--- src/rtl/gdr_pkg.sv ---
// ---------------------------------------------------------------------------
// gdr_pkg
// Types, constants and codes shared by the grid raycaster modules.
// ---------------------------------------------------------------------------
`default_nettype none

package gdr_pkg;

  localparam int MAP_DIM      = 64;
  localparam int SCREEN_WIDTH = 1024;   // power of two

  localparam int IDXW       = $clog2(MAP_DIM);
  localparam int MAP_AW     = 2 * IDXW;
  localparam int MAP_DEPTH  = MAP_DIM * MAP_DIM;
  localparam int FRAC_W     = 16;
  localparam int POS_INT_W  = 6;
  localparam int POSW       = POS_INT_W + FRAC_W;
  localparam int VECW       = 19;
  localparam int DIMW       = 7;
  localparam int COLW       = 10;
  localparam int CELLW      = 6;
  localparam int DISTW      = 24;
  // signed map coordinate, room for -1 and the player's start cell
  localparam int CW         = ((IDXW > POS_INT_W) ? IDXW : POS_INT_W) + 2;
  localparam int CAMW       = 18;
  localparam int CAM_SH     = 17 - $clog2(SCREEN_WIDTH);
  localparam int RDW        = 20;
  localparam int DSRW       = 19;
  localparam int NUMW       = CW + FRAC_W + 1;
  localparam int DIVW       = CW + 32;
  localparam int MULW_A     = 19;
  localparam int MULW_B     = 25;
  localparam int MULW       = MULW_A + MULW_B;
  localparam int STEP_LIMIT = 4 * MAP_DIM + 8;
  localparam int STEPW      = $clog2(STEP_LIMIT + 1);

  localparam logic [DISTW-1:0] DMAX = '1;

  localparam int APB_AW = 5;
  localparam int REGW   = 3;

  localparam logic [REGW-1:0] REG_PLAYER_X   = 3'd0;
  localparam logic [REGW-1:0] REG_PLAYER_Y   = 3'd1;
  localparam logic [REGW-1:0] REG_VIEW_DIR_X = 3'd2;
  localparam logic [REGW-1:0] REG_VIEW_DIR_Y = 3'd3;
  localparam logic [REGW-1:0] REG_PLANE_X    = 3'd4;
  localparam logic [REGW-1:0] REG_PLANE_Y    = 3'd5;
  localparam logic [REGW-1:0] REG_MAP_W      = 3'd6;
  localparam logic [REGW-1:0] REG_MAP_H      = 3'd7;

  localparam logic CMD_WRITE = 1'b0;
  localparam logic CMD_CAST  = 1'b1;

  typedef struct packed {
    logic             command;
    logic [CELLW-1:0] cell_x;
    logic [CELLW-1:0] cell_y;
    logic             cell_is_wall;
    logic [COLW-1:0]  column;
  } request_t;

  typedef struct packed {
    logic [COLW-1:0]  ray_column;
    logic             wall_hit;
    logic             hit_side;
    logic [CELLW-1:0] hit_cell_x;
    logic [CELLW-1:0] hit_cell_y;
    logic [DISTW-1:0] wall_distance;
  } result_t;

  typedef struct packed {
    logic        [POSW-1:0] player_x;
    logic        [POSW-1:0] player_y;
    logic signed [VECW-1:0] view_dir_x;
    logic signed [VECW-1:0] view_dir_y;
    logic signed [VECW-1:0] camera_plane_x;
    logic signed [VECW-1:0] camera_plane_y;
    logic        [DIMW-1:0] map_width;
    logic        [DIMW-1:0] map_height;
  } cfg_t;

  typedef enum logic [3:0] {
    S_IDLE,
    S_RAY_X,
    S_RAY_Y,
    S_DDX_GO,
    S_DDX_WAIT,
    S_DDY_GO,
    S_DDY_WAIT,
    S_SD_X,
    S_SD_Y,
    S_STEP,
    S_CHECK,
    S_NUM,
    S_DIST_WAIT,
    S_FINISH
  } state_t;

endpackage

`default_nettype wire

--- src/rtl/gdr_regs.sv ---
// ---------------------------------------------------------------------------
// gdr_regs
// APB register file holding player position, view vectors and map size.
// ---------------------------------------------------------------------------
`default_nettype none

module gdr_regs (
  input  wire logic                       clk,
  input  wire logic                       rst,
  input  wire logic                       psel,
  input  wire logic                       penable,
  input  wire logic                       pwrite,
  input  wire logic [gdr_pkg::APB_AW-1:0] paddr,
  input  wire logic [31:0]                pwdata,
  output      logic [31:0]                prdata,
  output      logic                       pready,
  output      gdr_pkg::cfg_t              cfg
);
  import gdr_pkg::*;

  logic            wr;
  logic [REGW-1:0] idx;

  assign pready = 1'b1;
  assign wr     = psel && penable && pwrite && pready;
  assign idx    = paddr[APB_AW-1:2];

  always_ff @(posedge clk) begin
    if (rst) begin
      cfg.player_x       <= '0;
      cfg.player_y       <= '0;
      cfg.view_dir_x     <= VECW'(65536);
      cfg.view_dir_y     <= '0;
      cfg.camera_plane_x <= '0;
      cfg.camera_plane_y <= VECW'(43253);
      cfg.map_width      <= DIMW'(64);
      cfg.map_height     <= DIMW'(64);
    end else if (wr) begin
      case (idx)
        REG_PLAYER_X:   cfg.player_x       <= pwdata[POSW-1:0];
        REG_PLAYER_Y:   cfg.player_y       <= pwdata[POSW-1:0];
        REG_VIEW_DIR_X: cfg.view_dir_x     <= pwdata[VECW-1:0];
        REG_VIEW_DIR_Y: cfg.view_dir_y     <= pwdata[VECW-1:0];
        REG_PLANE_X:    cfg.camera_plane_x <= pwdata[VECW-1:0];
        REG_PLANE_Y:    cfg.camera_plane_y <= pwdata[VECW-1:0];
        REG_MAP_W:      cfg.map_width      <= pwdata[DIMW-1:0];
        REG_MAP_H:      cfg.map_height     <= pwdata[DIMW-1:0];
        default: ;
      endcase
    end
  end

  always_comb begin
    case (idx)
      REG_PLAYER_X:   prdata = {{(32-POSW){1'b0}}, cfg.player_x};
      REG_PLAYER_Y:   prdata = {{(32-POSW){1'b0}}, cfg.player_y};
      REG_VIEW_DIR_X: prdata = 32'(cfg.view_dir_x);
      REG_VIEW_DIR_Y: prdata = 32'(cfg.view_dir_y);
      REG_PLANE_X:    prdata = 32'(cfg.camera_plane_x);
      REG_PLANE_Y:    prdata = 32'(cfg.camera_plane_y);
      REG_MAP_W:      prdata = {{(32-DIMW){1'b0}}, cfg.map_width};
      REG_MAP_H:      prdata = {{(32-DIMW){1'b0}}, cfg.map_height};
      default:        prdata = '0;
    endcase
  end

endmodule

`default_nettype wire

--- config.mk ---
export PLATFORM = sky130hd
export DESIGN_NAME = gdr_regs
export DESIGN_NICKNAME = d
export VERILOG_FILES = /design/src/rtl/gdr_pkg.sv /design/src/rtl/gdr_regs.sv
export SDC_FILE = /design/constraint.sdc
export NUM_CORES = 1
export LEC_CHECK = 0
export BUFFER_PORTS_ARGS = -buffer_cell sky130_fd_sc_hd__buf_2
export CAP_MARGIN = 20
export CORE_ASPECT_RATIO = 1.25
export CORE_MARGIN = 4
export CORE_UTILIZATION = 30
export CTS_BUF_LIST = sky130_fd_sc_hd__clkbuf_16
export DETAILED_ROUTE_END_ITERATION = 12
export GPL_TIMING_DRIVEN = 1
export HOLD_SLACK_MARGIN = 0.1
export PLACE_DENSITY_LB_ADDON = 0.3
export SLEW_MARGIN = 10
export SYNTH_ARGS = -nofsm -noshare
export SYNTH_HDL_FRONTEND = slang
export SYNTH_SLANG_ARGS = --single-unit
--- constraint.sdc ---
create_clock -name clk -period 2.83 [get_ports clk]
set_clock_uncertainty 0.1 [all_clocks]
set_input_delay 0.1415 -clock clk [delete_from_list [all_inputs] [get_ports clk]]
set_output_delay 0.1415 -clock clk [all_outputs]
set_load 0.02 [all_outputs]
==> run summary, run 1 <==
Area added between synthesis and finish: 33.0%
Top flop regs: cfg x134
Sequential cell area fraction in the yosys report: 0.451
Reg-to-Reg End: cfg[87]$_SDFFE_PP1P_
Hold_sp: rst
Largest cells by area after synthesis: dfxtp_1 45%, nand2_1 16%, a21oi_1 11%
Mux cell area share after synthesis: 0.0503
Die height: 165 um
Synth Area in Adders: 0
Fillcell total: 2054
Post-DP HPWL: 15.9 mm
Final worst-path cycle share: 0.830
Period minus WS final: 2350 ps
Clock slew at reported path FFs: 60 ps
Synth cell count leaders: 257 x nand2_1, 134 x dfxtp_1, 129 x a21oi_1, 38 x nor2_1, 34 x buf_2
Max FFs per register: 134
CP Class: primary input to output pin
Detail Route Antenna Nets: 0
GRT met2 Usage: 0.372
RSZ-0062 raised after global routing: false
Critical Path RT: 2590 ps
NumNets Final: 1001
Routability cong.: 0.798
Yosys reg bits: 134
Compound-Gate Fraction of Synth Area: 0.190
Synth Instances: 777
Die area: 22100 um^2
Fmax: 426 MHz
Simple-gate share of the synthesized area: 0.236
Measured slew at the worst slew-check pin: 1130 ps
Routed WL: 23.5 mm
Worst Hold Depth: 2
Layout cell share with drive strength beyond 1: 0.263
Setup crit start kind: primary input
Most common cell in the netlist: nand2_1
Drt drc: 0
Number of synthesized flops with an enable pin: 0
Clock Latency Late Sink: 420 ps
CP peak stage delay: 610 ps
Maximum vdd drop: 0.000368 V
First-pass GRT wire length: 35.5 mm
Number of global-route vias before repair: 5765
CTS H-tree depth: 4
Worst EP arrival: 2110 ps
Total power: 4590 uW
Lkg Pwr: 0.00337 uW
Yosys warning total: 0
Ys flop type: dfxtp_1
Synth area leader: dfxtp_1
Endpoints failing setup: 0
Reg2reg path depth: 3
Worst Path Max Fanout: 17
Worst Path Buf+Inv: 3
Post-route setup TNS: 0 ps
GR Util met3: 0.0388
Cts bufs inserted: 17
Share of the synthesized area in the top cell type: 0.451
PortBufs: 195
Hold path endpoint: cfg[46]$_SDFFE_PP0P_
Syn Nets: 819
Reg with most FFs: cfg
Root Buffer: clkbuf_16
Final hold vios: 0
IO Count: 209
Clk sinks: 134
Hold WC Path Type: primary input to flip-flop
Max Slew Vio Count: 0
Slowest stage cell on the critical path: nor2b_1
Max clock buf depth: 2
Drt first pass iters: 7
Core area: 19500 um^2
WL/cell: 19.0 um
Largest net degree at the start of global routing: 76
Antenna violations before repair: 0
Async SR Flop Fraction: 0
Initial DRC Count: 392
Vias: 6083
Outcome: finished, final reports clean
GRT Util Overall: 0.211
Mean post-synth cell area: 7.65 um^2
Worst path cell trace: buf_2, nor2b_1, buf_4, a221oi_1, a221oi_1, nor2_1, buf_2
XOR/XNOR Fraction of Synth Area: 0
Mapped Area: 5950 um^2
GR Overflow Total: 0
GR Util met1: 0.261
Crit path capture type: output pin
Antenna diode count: 0
Vias/cell: 4.92
Post-CTS Setup Inserts: 0
CTS tree: yes
R2R Setup Slk: 1940 ps
Num rows: 57
Max Cap Viol: 0
Post-synthesis cell type count: 38
Worst slew margin: 0.244
Initial core utilization: 0.305
Delay-heaviest family, CP: buffers and inverters
Largest family of logic cells by synthesized area: simple AND/OR/NAND/NOR gates
Most used routing layer: met2
Pwr dens: 580 nW/um^2
Worst R2R Start: cfg[87]$_SDFFE_PP1P_
Die Wd: 134 um
## layout make-up
cell class,count,area (um^2),area share
clock buffer,17,425,0.0538
multi-input combinational,556,2850,0.361
timing repair buffer,237,1400,0.177
inverter,13,48.8,0.00617
tap,265,332,0.0419
clock inverter,14,169,0.0214
sequential,134,2680,0.339
## placed cells by master, fill, tap and decap left out, drive strengths merged, types with 3 or more instances in the layout
cell type	instances
clkinv	5
nand3b	11
a22o	5
or3	3
or2	4
a21oi	129
inv	16
nor2	41
dlygate4sd3	22
o22ai	4
nand2b	5
a222oi	4
o21ai	14
o2bb2ai	7
mux2	5
dfxtp	134
mux2i	22
a31oi	4
buf	215
clkbuf	17
bufinv	4
nor2b	6
a221oi	17
nand2	257
## power by group
group | internal (uW) | switching (uW) | total (uW)
Clock | 1450 | 841 | 2290
Combinational | 130 | 259 | 389
Sequential | 1900 | 11.6 | 1910
## per-layer routing
layer,routed length [um],share of wire,vias up
met5,0,0,-
met4,483,0.021,0
met3,1380,0.059,31
met2,11900,0.50,229
met1,9770,0.42,2861
li1,-,-,2962
## stage by stage
step | utilization | area, um^2 | hold slack, ps | setup slack (ps) | cells
3_5_place_dp | 0.364 | 7090 | 307 | 461 | 1183
2_1_floorplan | - | 5950 | 159 | 1170 | 777
3_3_place_gp | 0.364 | 7090 | 301 | 458 | 1183
5_1_grt | 0.406 | 7910 | 174 | 357 | 1236
4_1_cts | 0.406 | 7910 | 138 | 459 | 1236
6_report | 0.406 | 7910 | 150 | 482 | 1236
## how the worst max path moves through the flow
stage | end | slack (ps) | depth (start not counted) | from
after floorplan | prdata[23] | 1170 | 6 | paddr[3]
after global placement | prdata[0] | 460 | 7 | paddr[4]
after detailed placement | prdata[5] | 460 | 7 | paddr[4]
after CTS | prdata[5] | 460 | 7 | paddr[4]
after global routing | prdata[23] | 360 | 7 | paddr[4]
final | prdata[5] | 480 | 7 | paddr[4]
## logic make-up (layout without fill, tap and decap cells)
| logic type | after synthesis | after routing |
|---|---|---|
| muxes | 28 | 28 |
| other | 1 | 1 |
| and+or+nand+nor | 334 | 334 |
| buffers and inverters | 87 | 281 |
| DFF | 134 | 134 |
| AOI/OAI and AO/OA | 193 | 193 |
## worst register-to-register path, stage by stage (launching register included)
cell,delay [ps]
dfxtp_1,310
inv_1,60
nor2_1,40
a211o_1,270
## timing repair
item	CTS	global route
hold endpoints to repair	134	0
hold buffers	22	0
resized for setup	0	0
No activity file was read; power rests on OpenSTA's default activity.
==> run 2: changes to the inputs <==
==> constraint.sdc (replaced) <==
create_clock -name clk -period 1.9 [get_ports clk]
set_clock_uncertainty 0.1 [all_clocks]
set_input_delay 0.095 -clock clk [delete_from_list [all_inputs] [get_ports clk]]
set_output_delay 0.095 -clock clk [all_outputs]
set_load 0.02 [all_outputs]
==> run 2 against run 1 <==
Compared with the run above: first-iteration DRC count up 16%; critical path depth shrank 3; flip-flop and latch count unchanged; utilization grew 1.5 points; global-route usage grew 0.16 points; sequential power rose by 49%; largest cell class unchanged.
==> run summary, run 2 (synthesized netlist as in run 1, its figures left out) <==
Final WS setup: 51.4 ps
Worst Path Max Fanout: 3
GR Overflow Total: 0
Most frequent cells in the layout: 257 x nand2_1, 193 x buf_2, 133 x dfxtp_1
Worst path cell trace: a22o_1, a222oi_1, nor2_1, buf_2
Outcome: finished, final reports clean
Antenna violations before repair: 2
Drt first pass iters: 5
Top flop regs: cfg x134
Clock Latency Late Sink: 420 ps
Final std cells w/o fill: 1276
Crit path capture type: output pin
Switch share: 0.254
CP peak stage delay: 410 ps
Core area: 19500 um^2
WL/cell: 18.5 um
First-pass GRT wire length: 35.7 mm
Num rows: 57
Largest net degree at the start of global routing: 44
Maximum vdd drop: 0.000572 V
Routability cong.: 0.842
Area added between synthesis and finish: 37.8%
Routed WL: 23.6 mm
Worst EP arrival: 1650 ps
Worst slew margin: 0.409
Vias: 6248
Hold Slack: 179 ps
Die area: 22100 um^2
NumNets Final: 1041
Layout cell share with drive strength beyond 1: 0.300
Detail Route Antenna Nets: 0
Die height: 165 um
Final hold vios: 0
Measured slew at the worst slew-check pin: 887 ps
Switching Power: 1640 uW
CTS tree: yes
Post-DP HPWL: 17.1 mm
Max clock buf depth: 2
Setup crit start kind: flip-flop
Period minus WS final: 1850 ps
Clk pwr share: 0.462
Number of global-route vias before repair: 6028
Max Slew Vio Count: 0
Logic pwr share: 0.096
Clk sinks: 134
Internal Power: 4810 uW
Fmax: 541 MHz
Root Buffer: clkbuf_16
Antenna diode count: 0
Max Cap Viol: 0
Vias/cell: 4.90
Post-route setup TNS: 0 ps
Initial DRC Count: 454
Drt drc: 0
Final worst-path cycle share: 0.973
Slowest stage cell on the critical path: a222oi_1
Cts bufs inserted: 17
Die Wd: 134 um
Pwr dens: 787 nW/um^2
Endpoints failing setup: 0
Seq pwr share: 0.442
CP Class: flip-flop to output pin
CTS H-tree depth: 4
Hold WC Path Type: primary input to flip-flop
Critical Path RT: 1700 ps
Dpl cells: 1220
Dpl ws: 78.5 ps
PortBufs: 195
Initial core utilization: 0.305
Lkg Pwr: 0.00354 uW
Max FFs per register: 134
Clock slew at reported path FFs: 60 ps
IO Count: 209
GRT Util Overall: 0.213
Post-layout util: 0.421
Most common cell after layout, fill and taps aside: nand2_1
Reg with most FFs: cfg
run 2: cell types whose count changed in the layout (fill, tap and decap cells not counted), sizes merged:
| cell | change |
|---|---|
| buf | +37 |
| bufinv | -3 |
| dlygate4sd3 | +3 |
| clkinv | +4 |
| inv | -1 |
run 2: layer usage:
metal / share of wire / up-vias / GRT usage
li1: - / 3033 / -
met1: 0.42 / 2930 / 0.261
met2: 0.49 / 231 / 0.362
met3: 0.059 / 50 / 0.0467
met4: 0.033 / 4 / 0.0875
met5: 0.00089 / - / 0
run 2: timing repair:
| item | 4_1_cts | 5_1_grt |
|---|---|---|
| setup endpoints to repair | 14 | 14 |
| setup buffers | 0 | 0 |
| endpoints found under the hold margin | 134 | 0 |
| resized for setup | 2 | 9 |
| hold buffers | 25 | 0 |
| pin swaps | 0 | 1 |
run 2: layout make-up:
class,instances,area (um^2)
Clock buffer,17,425
Clock inverter,14,96.3
Sequential cell,134,2680
Timing Repair Buffer,277,1710
Fill cell,2032,11300
Inverter,13,48.8
Multi-Input combinational cell,556,2900
Tap cell,265,332
run 2: worst max-delay path: cells and delay by family (launching register included):
| kind | cells | cell delay [ps] |
|---|---|---|
| AOI/OAI and AO/OA | 2 | 630 |
| DFF | 1 | 340 |
| buffers and inverters | 1 | 170 |
| and+or+nand+nor | 1 | 90 |
run 2: final timing paths:
| path | start | endpoint | slack, ps | cells past startpoint |
|---|---|---|---|---|
| worst max register to register | cfg[131]$_SDFFE_PP0P_ | cfg[131]$_SDFFE_PP0P_ | 650 | 3 |
| worst min-delay path | paddr[2] | cfg[87]$_SDFFE_PP1P_ | 180 | 4 |
| worst min register to register | cfg[77]$_SDFFE_PP0P_ | cfg[77]$_SDFFE_PP0P_ | 370 | 2 |
| worst max-delay path | cfg[67]$_SDFFE_PP0P_ | prdata[15] | 50 | 4 |
run 2: metrics by stage:
stage	power (uW)	instance area [um^2]
after global routing	6700	8190
after floorplan	3230	5950
final	6450	8190
after detailed placement	3480	7370
after global placement	3480	7370
after CTS	6500	8160
run 2: power by group through the flow:
| stage | clock, uW | sequential (uW) | combinational, uW |
|---|---|---|---|
| after floorplan | 0 | 2940 | 293 |
| after global placement | 0 | 2910 | 569 |
| after detailed placement | 0 | 2910 | 572 |
| after CTS | 3040 | 2850 | 612 |
| after global routing | 3180 | 2850 | 666 |
| final | 2980 | 2850 | 619 |
