==> src/rtl/gdr_pkg.sv <==
// ---------------------------------------------------------------------------
// gdr_pkg
// Types, constants and codes shared by the grid raycaster modules.
// ---------------------------------------------------------------------------
`default_nettype none

package gdr_pkg;

  localparam int MAP_DIM      = 64;
  localparam int SCREEN_WIDTH = 1024;   // power of two

  localparam int IDXW       = $clog2(MAP_DIM);
  localparam int MAP_AW     = 2 * IDXW;
  localparam int MAP_DEPTH  = MAP_DIM * MAP_DIM;
  localparam int FRAC_W     = 16;
  localparam int POS_INT_W  = 6;
  localparam int POSW       = POS_INT_W + FRAC_W;
  localparam int VECW       = 19;
  localparam int DIMW       = 7;
  localparam int COLW       = 10;
  localparam int CELLW      = 6;
  localparam int DISTW      = 24;
  // signed map coordinate, room for -1 and the player's start cell
  localparam int CW         = ((IDXW > POS_INT_W) ? IDXW : POS_INT_W) + 2;
  localparam int CAMW       = 18;
  localparam int CAM_SH     = 17 - $clog2(SCREEN_WIDTH);
  localparam int RDW        = 20;
  localparam int DSRW       = 19;
  localparam int NUMW       = CW + FRAC_W + 1;
  localparam int DIVW       = CW + 32;
  localparam int MULW_A     = 19;
  localparam int MULW_B     = 25;
  localparam int MULW       = MULW_A + MULW_B;
  localparam int STEP_LIMIT = 4 * MAP_DIM + 8;
  localparam int STEPW      = $clog2(STEP_LIMIT + 1);

  localparam logic [DISTW-1:0] DMAX = '1;

  localparam int APB_AW = 5;
  localparam int REGW   = 3;

  localparam logic [REGW-1:0] REG_PLAYER_X   = 3'd0;
  localparam logic [REGW-1:0] REG_PLAYER_Y   = 3'd1;
  localparam logic [REGW-1:0] REG_VIEW_DIR_X = 3'd2;
  localparam logic [REGW-1:0] REG_VIEW_DIR_Y = 3'd3;
  localparam logic [REGW-1:0] REG_PLANE_X    = 3'd4;
  localparam logic [REGW-1:0] REG_PLANE_Y    = 3'd5;
  localparam logic [REGW-1:0] REG_MAP_W      = 3'd6;
  localparam logic [REGW-1:0] REG_MAP_H      = 3'd7;

  localparam logic CMD_WRITE = 1'b0;
  localparam logic CMD_CAST  = 1'b1;

  typedef struct packed {
    logic             command;
    logic [CELLW-1:0] cell_x;
    logic [CELLW-1:0] cell_y;
    logic             cell_is_wall;
    logic [COLW-1:0]  column;
  } request_t;

  typedef struct packed {
    logic [COLW-1:0]  ray_column;
    logic             wall_hit;
    logic             hit_side;
    logic [CELLW-1:0] hit_cell_x;
    logic [CELLW-1:0] hit_cell_y;
    logic [DISTW-1:0] wall_distance;
  } result_t;

  typedef struct packed {
    logic        [POSW-1:0] player_x;
    logic        [POSW-1:0] player_y;
    logic signed [VECW-1:0] view_dir_x;
    logic signed [VECW-1:0] view_dir_y;
    logic signed [VECW-1:0] camera_plane_x;
    logic signed [VECW-1:0] camera_plane_y;
    logic        [DIMW-1:0] map_width;
    logic        [DIMW-1:0] map_height;
  } cfg_t;

  typedef enum logic [3:0] {
    S_IDLE,
    S_RAY_X,
    S_RAY_Y,
    S_DDX_GO,
    S_DDX_WAIT,
    S_DDY_GO,
    S_DDY_WAIT,
    S_SD_X,
    S_SD_Y,
    S_STEP,
    S_CHECK,
    S_NUM,
    S_DIST_WAIT,
    S_FINISH
  } state_t;

endpackage

`default_nettype wire

==> src/rtl/gdr_div.sv <==
// ---------------------------------------------------------------------------
// gdr_div
// Restoring divider, one quotient bit per cycle, result saturated to Q8.16.
// ---------------------------------------------------------------------------
`default_nettype none

module gdr_div (
  input  wire logic                      clk,
  input  wire logic                      rst,
  input  wire logic                      start,
  input  wire logic [gdr_pkg::DIVW-1:0]  dividend,
  input  wire logic [gdr_pkg::DSRW-1:0]  divisor,
  output      logic                      done,
  output      logic [gdr_pkg::DISTW-1:0] quotient
);
  import gdr_pkg::*;

  localparam int CNTW = $clog2(DIVW + 1);

  logic [DIVW-1:0] quo;
  logic [DSRW-1:0] rem;
  logic [DSRW-1:0] dsr;
  logic [CNTW-1:0] count;
  logic            busy;
  logic [DSRW:0]   trial;
  logic            fits;

  assign trial = {rem, quo[DIVW-1]};
  assign fits  = trial >= {1'b0, dsr};

  always_ff @(posedge clk) begin
    if (rst) begin
      busy  <= 1'b0;
      done  <= 1'b0;
      count <= '0;
    end else begin
      done <= 1'b0;
      if (start) begin
        busy  <= 1'b1;
        count <= CNTW'(DIVW);
      end else if (busy) begin
        count <= count - 1'b1;
        if (count == CNTW'(1)) begin
          busy <= 1'b0;
          done <= 1'b1;
        end
      end
    end
  end

  always_ff @(posedge clk) begin
    if (start) begin
      quo <= dividend;
      rem <= '0;
      dsr <= divisor;
    end else if (busy) begin
      rem <= fits ? DSRW'(trial - {1'b0, dsr}) : trial[DSRW-1:0];
      quo <= {quo[DIVW-2:0], fits};
    end
  end

  assign quotient = (|quo[DIVW-1:DISTW]) ? DMAX : quo[DISTW-1:0];

endmodule

`default_nettype wire

==> config.mk <==
export PLATFORM = sky130hd
export DESIGN_NAME = gdr_div
export DESIGN_NICKNAME = d
export VERILOG_FILES = /design/src/rtl/gdr_pkg.sv /design/src/rtl/gdr_div.sv
export SDC_FILE = /design/constraint.sdc
export NUM_CORES = 1
export LEC_CHECK = 0
export ABC_AREA = 0
export BUFFER_PORTS_ARGS = -buffer_cell sky130_fd_sc_hd__buf_2
export CAP_MARGIN = 20
export CELL_PAD_IN_SITES_DETAIL_PLACEMENT = 1
export CELL_PAD_IN_SITES_GLOBAL_PLACEMENT = 1
export CORE_ASPECT_RATIO = 0.7
export CORE_UTILIZATION = 40
export CTS_CLUSTER_DIAMETER = 150
export DETAILED_ROUTE_END_ITERATION = 6
export GPL_ROUTABILITY_DRIVEN = 0
export PLACE_DENSITY = 0.76
export SLEW_MARGIN = 15
export SYNTH_ARGS = -nofsm -noshare
export SYNTH_HDL_FRONTEND = slang
export SYNTH_SLANG_ARGS = --single-unit
export TNS_END_PERCENT = 1
==> constraint.sdc <==
create_clock -name clk -period 3.5 [get_ports clk]
set_input_delay 0.35 -clock clk [delete_from_list [all_inputs] [get_ports clk]]
set_output_delay 0.35 -clock clk [all_outputs]
set_load 0.03 [all_outputs]
==> results.toml, run 1 <==
[status]
status = "complete, no violations"

[worst_setup_path]
crit_family = "compound AO/OA/AOI/OAI gates"
path_class = "register to register"
worstPathRequired_ns = 3.70
path_buf_inv = 2
end_kind = "register"
path_common_cell = "a21oi_1"
cp-start-kind = "register"
slowest_delay_ns = 0.66
crit_chain = "inv_1, ha_1, a21oi_1, o211ai_1, a21oi_1, o21ai_2, a41oi_2, buf_4, mux2i_1, a211oi_1"
critical-path-slowest-cell = "a41oi_2"
cp.arrival_ns = 3.25
crit_fanout = 13

[floorplan]
start_util_pct = 41.6
die_h_um = 92.2
fp-row-count = 32
dieArea_um2 = 12100
die_x_um = 131
core-area_um2 = 11200
pin_count = 87

[clock_network]
cts-buffers-inserted = 9
cts_tree = "done"
cts.sinks = 86
worstSkewPairLatency_ns = 0.34
clockRootBuffer = "clkbuf_16"
cts_resized = 0
clk_path_buf_depth = 2
htreeDepth = 3
postCtsSetupBuffers = 0
ctsHoldBuffers = 0
clkTransAtPathRegs_ns = 0.06

[power_and_ir_drop]
ir_drop_mv = 0.243
finalPower_mw = 2.67
p_leak_nw = 2.29
cellPowerDensity_nw_per_um2 = 480

[sta]
fmax_mhz = 328
slew_viol_final = 0
whs_ns = 0.178
worst_pin_slew_ns = 0.752
min_period_ns = 3.05
hold_viol = 0
fin_skew_ns = 0.00836
rsz0062_at_grt = "no"
setup_tns_ns = 0
timing.slew.headroom_pct = 49.9
setup_viol = 0
fin_crit_sh_pct = 87.0
setup_ws_ns = 0.453

[synth]
synth_area_um2 = 4650
ys.flop_type = "edfxtp_1"
yosys-top-cells-count = "edfxtp_1 (59), mux2_2 (40), nor2_1 (31)"
yosysTopAreaCell = "edfxtp_1"
synth-edff-count = 59
async_flop_share_pct = 0
post-synth-top-count-cell = "edfxtp_1"
synthTopCellsByArea = "edfxtp_1 (38%), dfxtp_1 (12%), mux2_2 (9.7%)"
synth.avg_cell_area_um2 = 11.0
yosys.area.top_type_share_pct = 38.1
yosys_warnings = 0
synth_cells = 422
synth.net_count = 506
ys_ff_latch = 86
ys_seq_area_share_pct = 49.7
synth.distinct_cells = 52

[placement]
pre_cts_ws_ns = 0.459
dp_cells = 651
portBuffers = 86
placed_area_um2 = 5270
post-dp-hpwl_um = 8270

[global_route]
gr-usage-all-layers_pct = 20.0
grt_max_degree = 41
grt_pass1_vias = 3675
overflow = 0
antenna_found_initial = 0
grt_pass1_wl_um = 18200

[routing]
vias = 3517
detail_route.wl_per_cell_um = 17.0
wl_um = 11300
drtIter0Drc = 152
drt-vias-per-instance = 5.27
drt-pass1-iter-count = 4
drc = 0
ant_nets = 0

[cells_and_area]
area_delta_synth_final_pct = 19.7
n_antenna_cell = 0
drive_gt1_share_pct = 34.4
post-route-util_pct = 49.8
finish.instance_area_um2 = 5570
finalNonFillerCells = 667
fin_nets = 593

[run]
maxCapViolCount = 0

[worst_hold_path]
hp-class = "input pin to register"
path summary, 6_finish.rpt:
check	from	to	slack [ns]	cells after the start
min reg2reg	rem[18]	rem[18]	0.49	2
max	dsr[13]	rem[7]	0.45	10
max reg2reg	dsr[13]	rem[7]	0.45	10
min	divisor[10]	dsr[10]	0.18	1
power breakdown:
group          switching, mW  internal [mW]  total [mW]
sequential            0.0505           1.19        1.24
combinational          0.258          0.211       0.469
clock                  0.395          0.566       0.961
cell families (layout without fill, tap and decap cells):
group / count (synthesis) / in the layout / share of synthesized area (%)
buffers and inverters: 47 / 139 / 3.82
xor gates and xnor gates: 18 / 18 / 3.39
muxes: 50 / 50 / 11.8
adders and majority gates: 22 / 22 / 6.08
and+or+nand+nor: 124 / 124 / 13.9
AOI/OAI and AO/OA: 75 / 75 / 11.2
DFF: 86 / 86 / 49.7
placed cells by master (no fill, tap or decap), types with 10 or more instances in the layout:
cell,n
or2_2,24
ha_1,21
a21oi_1,17
inv_1,29
o21ai_0,11
mux2i_1,10
nand2_1,26
xnor2_1,10
buf_2,85
edfxtp_1,59
mux2_2,40
dfxtp_1,27
clkbuf_16,10
o211ai_1,10
nor2_1,31
state kept, by name, indices dropped and copies added, names as in the netlist:
name	count
quo	40
rem	19
dsr	19
done	1
busy	1
count	6
layer usage:
metal	track usage, %	share of wire, %
met5	0	0
met4	6.61	1.3
met3	4.73	3.5
met2	31.3	47
met1	27.0	48
final cells by class:
cell class	count	area (µm²)
Fill cell	1234	5610
Sequential cell	86	2310
Multi-Input combinational cell	289	2160
Timing Repair Buffer	94	493
Clock buffer	14	285
Tap cell	153	191
Inverter	29	109
Clock inverter	2	13.8
(Power assumes the default switching activity.)
==> run 2: changes to the inputs <==
- clock period: 3.5 -> 3.37 ns (I/O delays scaled with it)
==> results.toml, run 2 (synthesis results as in run 1) <==
[status]
status = "complete, no violations"

[worst_hold_path]
hp-class = "input pin to register"

[sta]
setup_tns_ns = 0
rsz0062_at_grt = "no"
min_period_ns = 2.93
fmax_mhz = 342
fin_skew_ns = 0.00607
setup_viol = 0
slew_viol_final = 0
worst_pin_slew_ns = 0.643
setup_ws_ns = 0.443
hold_viol = 0
fin_crit_sh_pct = 86.9
timing.slew.headroom_pct = 56.8
whs_ns = 0.165

[cells_and_area]
drive_gt1_share_pct = 34.9
final_common_cell = "buf_2"
final_cell_mix = "buf_2 (85), edfxtp_1 (59), mux2_2 (40)"
area_delta_synth_final_pct = 20.0
top_register = "quo"
post-route-util_pct = 50.0
finalNonFillerCells = 670
largest_reg_flops = 40
fin_nets = 595
top_regs = "quo (40), dsr (19), rem (19)"
finish.instance_area_um2 = 5580

[clock_network]
cts_tree = "done"
clockRootBuffer = "clkbuf_16"
postCtsSetupBuffers = 0
worstSkewPairLatency_ns = 0.34
cts.sinks = 86
cts-buffers-inserted = 9
clkTransAtPathRegs_ns = 0.07
clk_path_buf_depth = 2
cts_resized = 0
htreeDepth = 3
ctsHoldBuffers = 0

[worst_setup_path]
cp.arrival_ns = 3.18
worstPathRequired_ns = 3.63
crit_fanout = 9
path_class = "register to register"
cp-start-kind = "register"
end_kind = "register"

[floorplan]
core-area_um2 = 11200
pin_count = 87
die_h_um = 92.2
start_util_pct = 41.6
die_x_um = 131
fp-row-count = 32
dieArea_um2 = 12100

[power_and_ir_drop]
ir_drop_mv = 0.275
cellPowerDensity_nw_per_um2 = 500
finalPower_mw = 2.79
p_leak_nw = 2.29

[global_route]
antenna_found_initial = 0
overflow = 0
grt_pass1_vias = 3730
gr-usage-all-layers_pct = 19.9
grt_max_degree = 41
grt_pass1_wl_um = 18300

[run]
maxCapViolCount = 0

[routing]
drt-pass1-iter-count = 4
wl_um = 11200
vias = 3464
detail_route.wl_per_cell_um = 16.7
drc = 0
drt-vias-per-instance = 5.17
ant_nets = 0
drtIter0Drc = 84

[placement]
pre_cts_ws_ns = 0.512
post-dp-hpwl_um = 8150
placed_area_um2 = 5280
dp_cells = 653
portBuffers = 86
[run 2: cell type report]
cell class / instances / area (µm²)
Clock buffer: 10 / 229
Tap cell: 153 / 191
Multi-Input combinational cell: 289 / 2160
Clock inverter: 6 / 70.1
Inverter: 29 / 109
Sequential cell: 86 / 2310
Fill cell: 1235 / 5590
Antenna cell: 1 / 2.50
Timing Repair Buffer: 96 / 508
[run 2: final timing paths]
path	from	to	slack, ns	cells past startpoint
max	dsr[11]	rem[0]	0.44	10
min	divisor[3]	dsr[3]	0.17	1
max reg2reg	dsr[11]	rem[0]	0.44	10
min reg2reg	rem[18]	rem[18]	0.49	2
[run 2: power by group]
part,leakage (nW),internal (mW),switching [mW]
Clock,0.135,0.578,0.426
Combinational,1.34,0.223,0.272
Sequential,0.810,1.24,0.0513
Total,2.29,2.04,0.750
[run 2: critical path: stages (launching register included)]
cell      delay, ns
edfxtp_1       0.32
inv_1          0.04
ha_1           0.34
a21oi_1        0.34
o211ai_1       0.17
a21oi_1        0.27
o21ai_2        0.11
a41oi_2        0.43
buf_4          0.24
mux2_2         0.34
a211oi_1       0.23
[run 2: metal layers]
metal | GRT usage (%) | vias to the layer above | wire length [µm]
met3 | 4.90 | 14 | 360
met1 | 26.4 | 1675 | 5510
met2 | 31.7 | 56 | 5180
met4 | 6.03 | 0 | 135
met5 | 0 | - | 0
li1 | - | 1719 | -
==> run 3: changes to the inputs <==
- ABC_AREA: 0 -> 1
- CORE_UTILIZATION: 40 -> 41
- PLACE_DENSITY: 0.76 -> 0.82
==> results.toml, run 3 <==
[synth]
synth.net_count = 744
synth.avg_cell_area_um2 = 7.72
synthTopCellsByArea = "edfxtp_1 (35%), nand2_1 (16%), dfxtp_1 (11%)"
synth_cells = 660
yosysTopAreaCell = "edfxtp_1"
ys.flop_type = "edfxtp_1"
post-synth-top-count-cell = "nand2_1"
synth.distinct_cells = 36
yosys_warnings = 0
ys_seq_area_share_pct = 45.4
async_flop_share_pct = 0
synth-edff-count = 59
ys_ff_latch = 86
synth_area_um2 = 5090
yosys-top-cells-count = "nand2_1 (214), inv_1 (122), edfxtp_1 (59)"
yosys.area.top_type_share_pct = 34.8

[floorplan]
pin_count = 87
die_h_um = 95.3
core-area_um2 = 11900
dieArea_um2 = 12900
die_x_um = 135
fp-row-count = 33
start_util_pct = 42.8

[cells_and_area]
final_common_cell = "nand2_1"
top_register = "quo"
multi_input_area_um2 = 2200
top_regs = "quo (40), dsr (19), rem (19)"
fin_nets = 827
drive_gt1_share_pct = 17.0
n_antenna_cell = 0
area_delta_synth_final_pct = 17.7
finalNonFillerCells = 905
final_cell_mix = "nand2_1 (214), inv_1 (122), buf_2 (86)"
fill_cells = 1522
largest_reg_flops = 40
seq_area_um2 = 2310

[clock_network]
cts-buffers-inserted = 9
htreeDepth = 3
clk_path_buf_depth = 2
postCtsSetupBuffers = 0
clockRootBuffer = "clkbuf_16"
cts.sinks = 86
cts_resized = 0
worstSkewPairLatency_ns = 0.33
clkTransAtPathRegs_ns = 0.07
ctsHoldBuffers = 0
cts_tree = "done"

[power_and_ir_drop]
cellPowerDensity_nw_per_um2 = 454
p_clk_share_pct = 43.0
p_int_mw = 2.07
ir_drop_mv = 0.271
p_leak_nw = 2.92
p_comb_share_pct = 11.2
p_sw_uw = 651
swShare_pct = 23.9
seqPwrFrac_pct = 45.8

[placement]
dp_cells = 889
post-dp-hpwl_um = 10700
portBuffers = 86

[run]
maxCapViolCount = 0

[routing]
met1_length_um = 6640
drtIter0Drc = 211
drt-pass1-iter-count = 4
detail_route.wl_per_cell_um = 15.6
highest_layer = "met4"
ant_nets = 0
drc = 0
met3WireLength_um = 373
wl_um = 14100
vias = 4460
wl_met2_um = 6940
drt-vias-per-instance = 4.93

[worst_setup_path]
end_kind = "register"
crit_fanout = 21
cp-start-kind = "register"
path_class = "register to register"
worstPathRequired_ns = 3.58
cp.arrival_ns = 2.86

[global_route]
grt_pass1_wl_um = 22300
grt_pass1_vias = 4502
grt_max_degree = 99
gr-usage-all-layers_pct = 22.5
antenna_found_initial = 0
overflow = 0

[sta]
slew_viol_final = 0
setup_tns_ns = 0
rsz0062_at_grt = "no"
min_period_ns = 2.65
timing.slew.headroom_pct = 38.2
fin_crit_sh_pct = 78.6
setup_viol = 0
hold_viol = 0
fin_skew_ns = 0.00797
fmax_mhz = 377
worst_pin_slew_ns = 0.927

[status]
status = "complete, no violations"

[worst_hold_path]
hp-class = "input pin to register"
run 3: power by group through the flow:
stage / Clock (mW) / Sequential (mW) / Combinational, mW
finish: 1.17 / 1.25 / 0.305
global route: 1.23 / 1.25 / 0.346
CTS: 1.19 / 1.25 / 0.308
detailed placement: 0 / 1.27 / 0.304
global placement: 0 / 1.26 / 0.288
floorplan: 0 / 1.26 / 0.193
run 3: cell families (layout without fill, tap and decap cells):
logic type,count (synthesis),count (layout),synth area share (%)
buffers and inverters,144,232,11.5
and+or+nand+nor,328,328,28.6
DFF,86,86,45.4
AOI/OAI and AO/OA,70,70,7.22
xor gates and xnor gates,10,10,1.72
adders and majority gates,22,22,5.55
run 3: critical path, stage by stage, from the launching register on:
cell and delay, ns:
edfxtp_1 0.32, inv_1 0.07, ha_1 0.25, fa_1 0.43, inv_1 0.10, nand3_1 0.08
nand3_1 0.17, nand2_1 0.10, nand3_2 0.10, nand2_2 0.33, nand2_8 0.31, nand2_1 0.09
nand3_1 0.07, o21ai_1 0.08
run 3: final timing paths:
path             end         from  cells after the start  slack, ns
min reg2reg  rem[14]      rem[14]                      2       0.49
max reg2reg   rem[4]      quo[39]                     13       0.72
min          dsr[17]  divisor[17]                      1       0.17
max           rem[4]      quo[39]                     13       0.72
run 3: metal layers:
layer | vias to the layer above | track usage [%]
met4 | 0 | 6.18
met2 | 68 | 39.0
li1 | 2252 | -
met1 | 2131 | 29.5
met3 | 9 | 3.19
met5 | - | 0
run 3: metrics by stage:
| step | worst slack [ns] | util (%) | total power, mW | hold slack (ns) | area [µm²] |
|---|---|---|---|---|---|
| after floorplan | 1.20 | - | 1.45 | 0.406 | 5090 |
| after global placement | 0.903 | 47.5 | 1.55 | 0.457 | 5650 |
| after detailed placement | 0.735 | 47.5 | 1.57 | 0.476 | 5650 |
| after CTS | 0.722 | 50.4 | 2.75 | 0.163 | 6000 |
| after global routing | 0.525 | 50.4 | 2.83 | 0.161 | 6000 |
| final | 0.721 | 50.4 | 2.72 | 0.172 | 6000 |
run 3: layout make-up:
class	instances	area share [%]
sequential	86	38.6
multi-input combinational	430	36.7
inverter	126	7.89
timing repair buffer	90	7.68
clock buffer	11	4.05
tap	157	3.28
clock inverter	5	1.79
